**config.mk**
```make
export PLATFORM = sky130hd
export DESIGN_NAME = positional_list_buffer_top
export DESIGN_NICKNAME = d
export VERILOG_FILES = /design/src/design/plb_pkg.sv /design/src/design/plb_ram.sv /design/src/design/positional_list_buffer_top.sv
export SDC_FILE = /design/constraint.sdc
export NUM_CORES = 2
export LEC_CHECK = 0
export BUFFER_PORTS_ARGS = -buffer_cell sky130_fd_sc_hd__buf_4
export CORE_AREA = 4 4 392 394
export CTS_CLUSTER_SIZE = 10
export DETAILED_ROUTE_END_ITERATION = 12
export DIE_AREA = 0 0 396 398
export MAX_ROUTING_LAYER = met4
export PLACE_DENSITY = 0.75
export RECOVER_POWER = 50
export SLEW_MARGIN = 20
export SYNTH_ARGS = -nofsm -noshare
export SYNTH_HDL_FRONTEND = slang
export SYNTH_SLANG_ARGS = --single-unit
```
**constraint.sdc**
```tcl
create_clock -name aclk -period 4 [get_ports aclk]
set_clock_uncertainty 0.15 [all_clocks]
set_input_delay 0.2 -clock aclk [delete_from_list [all_inputs] [get_ports aclk]]
set_output_delay 0.2 -clock aclk [all_outputs]
set_load 0.03 [all_outputs]
```
**src/design/plb_pkg.sv**
```systemverilog
// Shared constants and types for the positional list buffer.
package plb_pkg;

    localparam int DEPTH_DEF = 64;
    localparam int OP_W      = 2;
    localparam int POS_W     = 7;
    localparam int DATA_W    = 32;
    localparam int COUNT_W   = 7;

    localparam logic [OP_W-1:0] OP_READ   = 2'd0;
    localparam logic [OP_W-1:0] OP_INSERT = 2'd1;
    localparam logic [OP_W-1:0] OP_REMOVE = 2'd2;

    typedef enum logic [2:0] {
        ST_IDLE,
        ST_READ,
        ST_SHIFT,
        ST_TAIL,
        ST_FINAL,
        ST_DONE
    } plb_state_t;

endpackage

```
**src/design/plb_ram.sv**
```systemverilog
// Generic single-write, single-read RAM with registered read data.
module plb_ram #(
    parameter int WIDTH = 32,
    parameter int DEPTH = 64
) (
    input  logic                     aclk,
    input  logic                     we,
    input  logic [$clog2(DEPTH)-1:0] waddr,
    input  logic [WIDTH-1:0]         wdata,
    input  logic [$clog2(DEPTH)-1:0] raddr,
    output logic [WIDTH-1:0]         rdata
);

    logic [WIDTH-1:0] mem [DEPTH];

    always_ff @(posedge aclk) begin
        if (we) begin
            mem[waddr] <= wdata;
        end
        rdata <= mem[raddr];
    end

endmodule

```
**src/design/positional_list_buffer_top.sv**
```systemverilog
// Positional list buffer: ordered list with read, insert and remove at a position.
//
//   channel   ports                                     direction
//   s_        s_operation, s_position, s_value          in,  valid/ready
//   m_        m_ok, m_read_value, m_count               out, valid/ready
//
// A rejected beat goes straight to the result, a read waits for the registered RAM read,
// an insert at the end writes only the new value, and other inserts and removes first shift
// the later entries; the single write port of the entry RAM moves one entry per cycle.
// aresetn clears the count and control; entry storage is not cleared.
// A new beat is accepted only in idle, in the cycle after the result loads; a waiting
// result holds in the output register and stalls the list in its done state.
module positional_list_buffer_top
    import plb_pkg::*;
#(
    parameter int DEPTH = DEPTH_DEF
) (
    input  logic                      aclk,
    input  logic                      aresetn,
    input  logic                      s_valid,
    output logic                      s_ready,
    input  logic [OP_W-1:0]           s_operation,
    input  logic [POS_W-1:0]          s_position,
    input  logic signed [DATA_W-1:0]  s_value,
    output logic                      m_valid,
    input  logic                      m_ready,
    output logic                      m_ok,
    output logic signed [DATA_W-1:0]  m_read_value,
    output logic [COUNT_W-1:0]        m_count
);

    localparam int AW   = $clog2(DEPTH);
    localparam int CW   = $clog2(DEPTH + 1);
    localparam int CMPW = (CW > POS_W) ? CW : POS_W;
    localparam logic [CMPW-1:0] DEPTH_EXT = CMPW'(DEPTH);

    plb_state_t          state_reg, state_next;
    logic [CW-1:0]       count_reg, count_next;
    logic [AW-1:0]       pos_reg, pos_next;
    logic [DATA_W-1:0]   val_reg, val_next;
    logic [AW-1:0]       idx_reg, idx_next;
    logic [AW-1:0]       stop_reg, stop_next;
    logic [AW-1:0]       wr_addr_reg, wr_addr_next;
    logic                wr_pend_reg, wr_pend_next;
    logic                ins_reg, ins_next;
    logic                res_ok_reg, res_ok_next;
    logic [DATA_W-1:0]   res_rd_reg, res_rd_next;
    logic                m_valid_reg, m_valid_next;
    logic                m_ok_reg, m_ok_next;
    logic [DATA_W-1:0]   m_rd_reg, m_rd_next;
    logic [COUNT_W-1:0]  m_count_reg, m_count_next;

    logic                ram_we;
    logic [AW-1:0]       ram_waddr;
    logic [DATA_W-1:0]   ram_wdata;
    logic [AW-1:0]       ram_raddr;
    logic [DATA_W-1:0]   ram_rdata;

    logic [CMPW-1:0]     pos_ext;
    logic [CMPW-1:0]     cnt_ext;
    logic                load_out;

    plb_ram #(
        .WIDTH(DATA_W),
        .DEPTH(DEPTH)
    ) u_ram (
        .aclk (aclk),
        .we   (ram_we),
        .waddr(ram_waddr),
        .wdata(ram_wdata),
        .raddr(ram_raddr),
        .rdata(ram_rdata)
    );

    assign pos_ext = CMPW'(s_position);
    assign cnt_ext = CMPW'(count_reg);

    assign s_ready      = (state_reg == ST_IDLE);
    assign m_valid      = m_valid_reg;
    assign m_ok         = m_ok_reg;
    assign m_read_value = m_rd_reg;
    assign m_count      = m_count_reg;

    always_ff @(posedge aclk) begin
        if (!aresetn) begin
            state_reg   <= ST_IDLE;
            count_reg   <= '0;
            wr_pend_reg <= 1'b0;
            m_valid_reg <= 1'b0;
        end else begin
            state_reg   <= state_next;
            count_reg   <= count_next;
            wr_pend_reg <= wr_pend_next;
            m_valid_reg <= m_valid_next;
        end
        pos_reg     <= pos_next;
        val_reg     <= val_next;
        idx_reg     <= idx_next;
        stop_reg    <= stop_next;
        wr_addr_reg <= wr_addr_next;
        ins_reg     <= ins_next;
        res_ok_reg  <= res_ok_next;
        res_rd_reg  <= res_rd_next;
        m_ok_reg    <= m_ok_next;
        m_rd_reg    <= m_rd_next;
        m_count_reg <= m_count_next;
    end

    always_comb begin
        state_next   = state_reg;
        count_next   = count_reg;
        pos_next     = pos_reg;
        val_next     = val_reg;
        idx_next     = idx_reg;
        stop_next    = stop_reg;
        wr_addr_next = wr_addr_reg;
        wr_pend_next = wr_pend_reg;
        ins_next     = ins_reg;
        res_ok_next  = res_ok_reg;
        res_rd_next  = res_rd_reg;
        m_ok_next    = m_ok_reg;
        m_rd_next    = m_rd_reg;
        m_count_next = m_count_reg;
        load_out     = 1'b0;
        ram_we       = 1'b0;
        ram_waddr    = wr_addr_reg;
        ram_wdata    = ram_rdata;
        ram_raddr    = idx_reg;

        unique case (state_reg)
            ST_IDLE: begin
                ram_raddr = pos_ext[AW-1:0];
                if (s_valid) begin
                    res_ok_next  = 1'b0;
                    res_rd_next  = '0;
                    wr_pend_next = 1'b0;
                    pos_next     = pos_ext[AW-1:0];
                    val_next     = s_value;
                    state_next   = ST_DONE;
                    case (s_operation)
                        OP_READ: begin
                            if (pos_ext < cnt_ext) begin
                                res_ok_next = 1'b1;
                                state_next  = ST_READ;
                            end
                        end
                        OP_INSERT: begin
                            if (pos_ext <= cnt_ext && cnt_ext < DEPTH_EXT) begin
                                res_ok_next = 1'b1;
                                count_next  = CW'(count_reg + 1'b1);
                                if (pos_ext == cnt_ext) begin
                                    state_next = ST_FINAL;
                                end else begin
                                    idx_next   = AW'(count_reg - 1'b1);
                                    stop_next  = pos_ext[AW-1:0];
                                    ins_next   = 1'b1;
                                    state_next = ST_SHIFT;
                                end
                            end
                        end
                        OP_REMOVE: begin
                            if (pos_ext < cnt_ext) begin
                                res_ok_next = 1'b1;
                                count_next  = CW'(count_reg - 1'b1);
                                if (CMPW'(pos_ext + 1'b1) != cnt_ext) begin
                                    idx_next   = AW'(pos_ext + 1'b1);
                                    stop_next  = AW'(count_reg - 1'b1);
                                    ins_next   = 1'b0;
                                    state_next = ST_SHIFT;
                                end
                            end
                        end
                        default: begin
                        end
                    endcase
                end
            end
            ST_READ: begin
                res_rd_next = ram_rdata;
                state_next  = ST_DONE;
            end
            ST_SHIFT: begin
                ram_we       = wr_pend_reg;
                wr_pend_next = 1'b1;
                wr_addr_next = ins_reg ? AW'(idx_reg + 1'b1) : AW'(idx_reg - 1'b1);
                idx_next     = ins_reg ? AW'(idx_reg - 1'b1) : AW'(idx_reg + 1'b1);
                if (idx_reg == stop_reg) begin
                    state_next = ST_TAIL;
                end
            end
            ST_TAIL: begin
                ram_we       = 1'b1;
                wr_pend_next = 1'b0;
                state_next   = ins_reg ? ST_FINAL : ST_DONE;
            end
            ST_FINAL: begin
                ram_we     = 1'b1;
                ram_waddr  = pos_reg;
                ram_wdata  = val_reg;
                state_next = ST_DONE;
            end
            ST_DONE: begin
                if (!m_valid_reg || m_ready) begin
                    load_out     = 1'b1;
                    m_ok_next    = res_ok_reg;
                    m_rd_next    = res_rd_reg;
                    m_count_next = cnt_ext[COUNT_W-1:0];
                    state_next   = ST_IDLE;
                end
            end
            default: begin
                state_next = ST_IDLE;
            end
        endcase

        m_valid_next = load_out ? 1'b1 : (m_ready ? 1'b0 : m_valid_reg);
    end

    a_count_bound: assert property (@(posedge aclk) disable iff (!aresetn)
        CMPW'(count_reg) <= DEPTH_EXT)
        else $error("entry count exceeds depth");

    a_reject_zero: assert property (@(posedge aclk) disable iff (!aresetn)
        m_valid && !m_ok |-> m_read_value == '0)
        else $error("rejected beat carries nonzero read value");

    a_idle_no_write: assert property (@(posedge aclk) disable iff (!aresetn)
        state_reg == ST_IDLE |-> !ram_we)
        else $error("RAM write while idle");

    a_count_on_accept: assert property (@(posedge aclk) disable iff (!aresetn)
        !(s_valid && s_ready) |=> $stable(count_reg))
        else $error("count changed without an accepted beat");

endmodule

```
# After elaboration in Yosys (flattened, before gate mapping)
# Memory sizes are Yosys's and may differ from the RTL's. A register that Yosys moved wholly into a read port is not among the register bits.
# Index checks and enable logic that the tools add are counted.
totals:
  register_bits: 142
  latchBits: 0
  ram_bits: 2048
  mem_bits_ro: 0
  wordCells: 117
  mem_count: 1
memory_table:
  columns: ["memory", "words", "word_bits", "rd", "rd_ports_with_merged_regs", "write_ports", "line", "text"]
  rows:
  - ["u_ram.mem", 64, 32, 1, 1, 1, "plb_ram.sv:14", "logic [WIDTH-1:0] mem [DEPTH];"]
op_classes:
  addsub: 5
  mul: 0
  div: 0
  order_cmp: 3
  eq_ne: 22
  shifts: 0
  muxes: 50
  n_bitwise: 0
  n_reduce_logical: 21
ops:
  columns: ["op", "count"]
  rows:
  - ["2-to-1 mux 6 bit", 13]
  - ["2-to-1 mux 32 bit", 2]
  - ["one-hot mux 32 bit (2 select lines)", 1]
  - ["one-hot mux 6 bit (2 select lines)", 3]
  - ["2-to-1 mux 3 bit", 8]
  - ["one-hot mux 3 bit (5 select lines)", 1]
  - ["adder 7 x 1 -> 7 bit (second input constant)", 2]
  - ["2-to-1 mux 1 bit", 14]
  - ["2-to-1 mux 7 bit", 2]
  - ["!= test 2 bit (second input constant)", 7]
  - ["one-hot mux 7 bit (2 select lines)", 1]
  - ["AND reduction 7 bit", 2]
  - ["!= test 3 bit (second input constant)", 4]
  - ["one-hot mux 3 bit (3 select lines)", 1]
  - ["AND reduction 2 bit", 4]
  - ["nonzero test 2 bit", 4]
  - ["== test 7 bit", 1]
  - ["<= comparator 7 bit", 1]
  - ["< comparator 7 bit", 1]
  - ["< comparator 7 bit (second input constant)", 1]
  - ["!= test 7 bit", 1]
  - ["subtractor 7 x 1 -> 7 bit (second input constant)", 1]
  - ["adder 6 x 1 -> 6 bit (second input constant)", 1]
  - ["== test 3 x 2 -> 1 bit (second input constant)", 2]
  - ["18 further kinds", 23]

# Logic depth before layout (Yosys ltp)
logic_depth:
  depth_word: 7
  depth_mapped: 12
  ltp_nobuf: 9

# By module
# Synthesis repeated with hierarchy kept, for this count alone.
hier_totals:
  cells_unflattened: 4060
  area_unflattened_um2: 85395.7
modules_own_cells:
  columns: ["module", "instances", "cells_per_inst", "area_each_um2"]
  rows:
  - ["plb_ram", 1, 3572, 78890.7]
  - ["positional_list_buffer_top", 1, 488, 6505.0]

# Worst setup path before layout
# OpenSTA, ideal clock, no wires.
synth_timing:
  path_kind: "reg-to-reg"
  startpoint: "register state_reg[2]"
  endpoint: "memory u_ram.mem[28][0] (enable)"
  arrival_time_ns: 3.127
  path_slack_ns: 0.301
  path_stages_with_launch: 9
  synth_period_minus_slack_ns: 3.699
  cell_sequence: "dfxtp_1 inv_1 nor3_1 clkbuf_1 clkbuf_1 nand3b_1 o21ai_0 nand2_1 nor2_1"
synth_via:
  elab_chain_len: 5
  elab_cells_between_ends: 8
  classes_between: "3 x eq/ne; 4 x mux; 1 x reduce/logical"
synth_lines:
  columns: ["element", "line", "text"]
  rows:
  - ["from (decl)", "positional_list_buffer_top.sv:37", "plb_state_t state_reg, state_next;"]
  - ["from (signal assigned)", "positional_list_buffer_top.sv:91", "state_reg <= state_next;"]
  - ["== test 3 bit or == test 3 x 2 -> 1 bit (tied branches)", "positional_list_buffer_top.sv:130", "unique case (state_reg)"]
  - ["OR reduction 2 bit (no source line)", null, null]
  - ["one-hot mux 1 bit (2 select lines)", "positional_list_buffer_top.sv:130", null]
  - ["2-to-1 mux 1 bit", "plb_ram.sv:17", "if (we) begin"]
  - ["2-to-1 mux 1 bit (not written as such)", "plb_ram.sv:18", "mem[waddr] <= wdata;"]
  - ["to (decl)", "plb_ram.sv:14", null]
# Parallel ways exist; a longest one is shown, timed or not.

# Final worst setup path
layout_timing:
  startpoint: "register state_reg[2]"
  endpoint: "register u_ram.rdata[26] (read register of u_ram.mem)"
layout_via:
  elab_chain_len: 2
layout_lines:
  columns: ["element", "line", "text"]
  rows:
  - ["logical NOT 3 bit", "positional_list_buffer_top.sv:130", null]
  - ["2-to-1 mux 6 bit", "positional_list_buffer_top.sv:130", null]
  - ["to (decl)", "plb_ram.sv:11", "output logic [WIDTH-1:0] rdata"]
# No other way between the ends.
# A chain may end at the register's enable or synchronous reset.

==> run metrics <==
Worst EP arrival 4.52 ns; Final period util 100.0%; async set or reset register ratio after synthesis 0%; status finished with violations; Critical Path Fanout Max 13; DR iter-0 viols 7818; first-pass detailed-route iteration total 6; Setup CP Type flip-flop to flip-flop; slew of the pin with the lowest slew margin 2.212 ns; CTS tree built; post-route ant nets 0; metal1 wirelength 84170 um; Critical Path Sink Type flip-flop; largest net degree at the start of global routing 65; CP Launch Point state_reg[2]; Synth Area in Adders 0.1764%; routed length per instance 31.70 um; CTS buffer count 241; Die ar. 0.1576 mm2; f_max 249.9 MHz; Critical R2R Launch state_reg[2]; CP Launch Type flip-flop; design area 0.09911 mm2; failing checks capacitance limit, slew limit, setup timing; Synth Cell Area 0.08510 mm2; Post-CTS Setup Bufs 0; CTS root buffer clkbuf_16; register bit total from synthesis 2222; r2r endpoint u_ram.rdata[26]; critical path's most frequent cell buf_12; setup slack after layout -0.001998 ns; P_leak 0.03431 uW; R2R setup slack -0.002 ns; EDFF count, synth 2178; area growth from synthesis to layout 16.47%; simple-gate share of the synthesized area 2.128%; Final nets 5266; Final Util 66.17%; Die H 398 um; row cnt 142; CP cell instances or3_4 > clkinv_1 > nand2_1 > o21ai_1 > nand2_4 > buf_12 > buf_12 > o22ai_1 > o41ai_1 > o2111ai_1; MaxCap Viol Count 11; Slew Viols, Final 381; core area 0.1498 mm2; top_reg_cell synth edfxtp_1; Longest Clk Path Bufs 3; pre-CTS setup slack -0.1433 ns; reg2reg path depth 10; Hold Crit Class primary input to flip-flop; H-tree levels 4; critical path's slowest cell o41ai_1; unrepaired setup endpoints after global routing no; CP top delay family compound AO/OA/AOI/OAI gates; Layout fillers 9481; crit-path max cell delay 1.14 ns; number of global-route vias before repair 47330; routed wire length 234500 um; share of cells above drive strength 1 13.96%; initial antenna violation count 16; Largest register FFs 2048; xor and xnor area share after synthesis 0.3191%; worst rel slew slack -47.48%; required time of the critical path 4.52 ns; Global Route Usage Sum 30.37%; grt ovf 0; Skew-Pair Late Insertion Delay 0.88 ns; Unique masters post-synth 45; WP buf/inv 3; I/O Buffers 86; Area after DPL 0.09165 mm2; synthesized net count 4758; via count 48690; top routing layer in use met4; Crit path depth 10; mux cell area share after synthesis 12.14%; clock net sink count 2222; post-detail-place hpwl 135300 um; Cells after Synth 4701; Compound-Gate Fraction of Synth Area 5.633%; Die W 396 um; Peak VDD IR 0.5626 mV; crit path time final 4.002 ns; Vias/cell 6.584; sequential area share after synthesis 77.89%; PD cells 716.0 mW/mm2; Final Hold Vio Count 0; starting density of the core 56.82%; Reg clk slew, reported paths 0.06 ns; Top reg by flops u_ram.mem; Worst Hold Slack 0.03954 ns; metal2 WL 109800 um; I/O pin count 87; WL met3 29710 um; final setup fails 1; first-pass GRT wire length 333500 um; Critical Path Sink u_ram.rdata[26]; Syn Area/Cell 18.10 um2; gp weighted congestion 0.8866; largest family of logic cells by synthesized area multiplexers; Syn. warnings 0; DRC violations left 0
==> stage by stage <==
stage          power [uW]  std cells   TNS [ns]
6_report            70960       7396  -0.001998
5_1_grt             72750       7393          0
4_1_cts             70720       7387          0
3_5_place_dp        50870       6898    -0.1480
3_3_place_gp        50440       6898    -0.1325
2_1_floorplan       42050       4701          0
==> what timing repair did <==
item	in CTS	in global routing
hold buffers	84	0
gates resized for setup	3	16
endpoints found under the hold margin	90	0
pin swaps	0	0
setup endpoints to repair	3	10
==> worst reg2reg max path: stages (launching register included) <==
cell and delay [ns]:
dfxtp_1 0.43, or3_4 0.30, clkinv_1 0.22, nand2_1 0.11, o21ai_1 0.30, nand2_4 0.38
buf_12 0.24, buf_12 0.18, o22ai_1 0.09, o41ai_1 1.14, o2111ai_1 0.26
==> worst min path at each step <==
stage | start | endpoint | slack, ns | cells past startpoint
floorplan | s_position[0] | pos_reg[0] | 0.15 | 0
global placement | s_value[27] | val_reg[27] | 0.23 | 1
detailed placement | s_value[21] | val_reg[21] | 0.23 | 1
CTS | aresetn | cnt_ext[3] | 0.00004 | 3
global route | aresetn | cnt_ext[3] | 0.05 | 3
finish | aresetn | cnt_ext[3] | 0.04 | 3
==> area by class of cell <==
type	count	area [um2]	area share (%)
flip-flops and latches	2222	66280	66.88
multi-input cells	2186	18100	18.26
clock buffers	387	6589	6.648
repair buffers	539	5110	5.156
well taps	2016	2522	2.545
clock inverters	18	409.1	0.4128
inverters	19	71.32	0.07196
diodes	9	22.52	0.02272
==> cell usage in the layout, fill, tap and decap left out, types with 9 or more instances in the layout <==
master / n
ha_1: 12
clkbuf_1: 210
inv_1: 18
buf_12: 88
clkbuf_4: 39
o2111ai_1: 32
mux2i_1: 1031
nand2_1: 153
clkbuf_2: 21
edfxtp_1: 2178
xnor2_1: 25
o41ai_2: 11
nor3_1: 9
dfxtp_1: 44
nand2b_1: 10
buf_4: 236
nor2_4: 61
nor4_1: 33
nand3_1: 23
o22ai_1: 514
clkbuf_16: 241
o41ai_1: 83
dlygate4sd3_1: 84
nand3b_1: 10
and3_1: 34
nor2_1: 18
a21oi_1: 19
o21ai_0: 28
diode_2: 9
==> metal layers <==
layer / global-route usage, % / up-vias
li1: - / 20100
met1: 39.85 / 24520
met2: 46.43 / 3479
met3: 6.603 / 594
met4: 13.03 / 0
met5: - / -
==> Yosys cell counts (all sizes together) (4+ instances only) <==
master   count  area [um2]
ha          12       150.1
o31ai        6       45.04
nor3         9       45.04
dfxtp       44       880.8
and3        34       212.7
edfxtp    2178       65400
buf        208        1137
mux2i     1032       10330
o21ai       32       160.2
xnor2       25       219.0
o22ai      514        3216
nor2        81       304.0
o41ai       96       840.8
nor3b        4       30.03
a31oi        7       43.79
nand4        4       25.02
a21oi       19       95.09
nand3b      10       75.07
or3          8       55.05
nand3       23       115.1
nor4        35       219.0
xor2         6       52.55
o2111ai     32       280.3
nand2b      10       62.56
inv         18       67.56
clkbuf      66       247.7
nand2      166       623.1
==> kinds of logic after synthesis <==
group,count (synthesis)
and+or+nand+nor,391
DFF,2222
buffers and inverters,293
muxes,1032
xor gates and xnor gates,31
AOI/OAI and AO/OA,720
adders and majority gates,12
==> power by group <==
| group | switching (uW) | internal (uW) | total, uW |
|---|---|---|---|
| Combinational | 13800 | 5620 | 19400 |
| Sequential | 613 | 30900 | 31600 |
| Clock | 8660 | 11400 | 20000 |
Power figures use the tool's default switching activity.
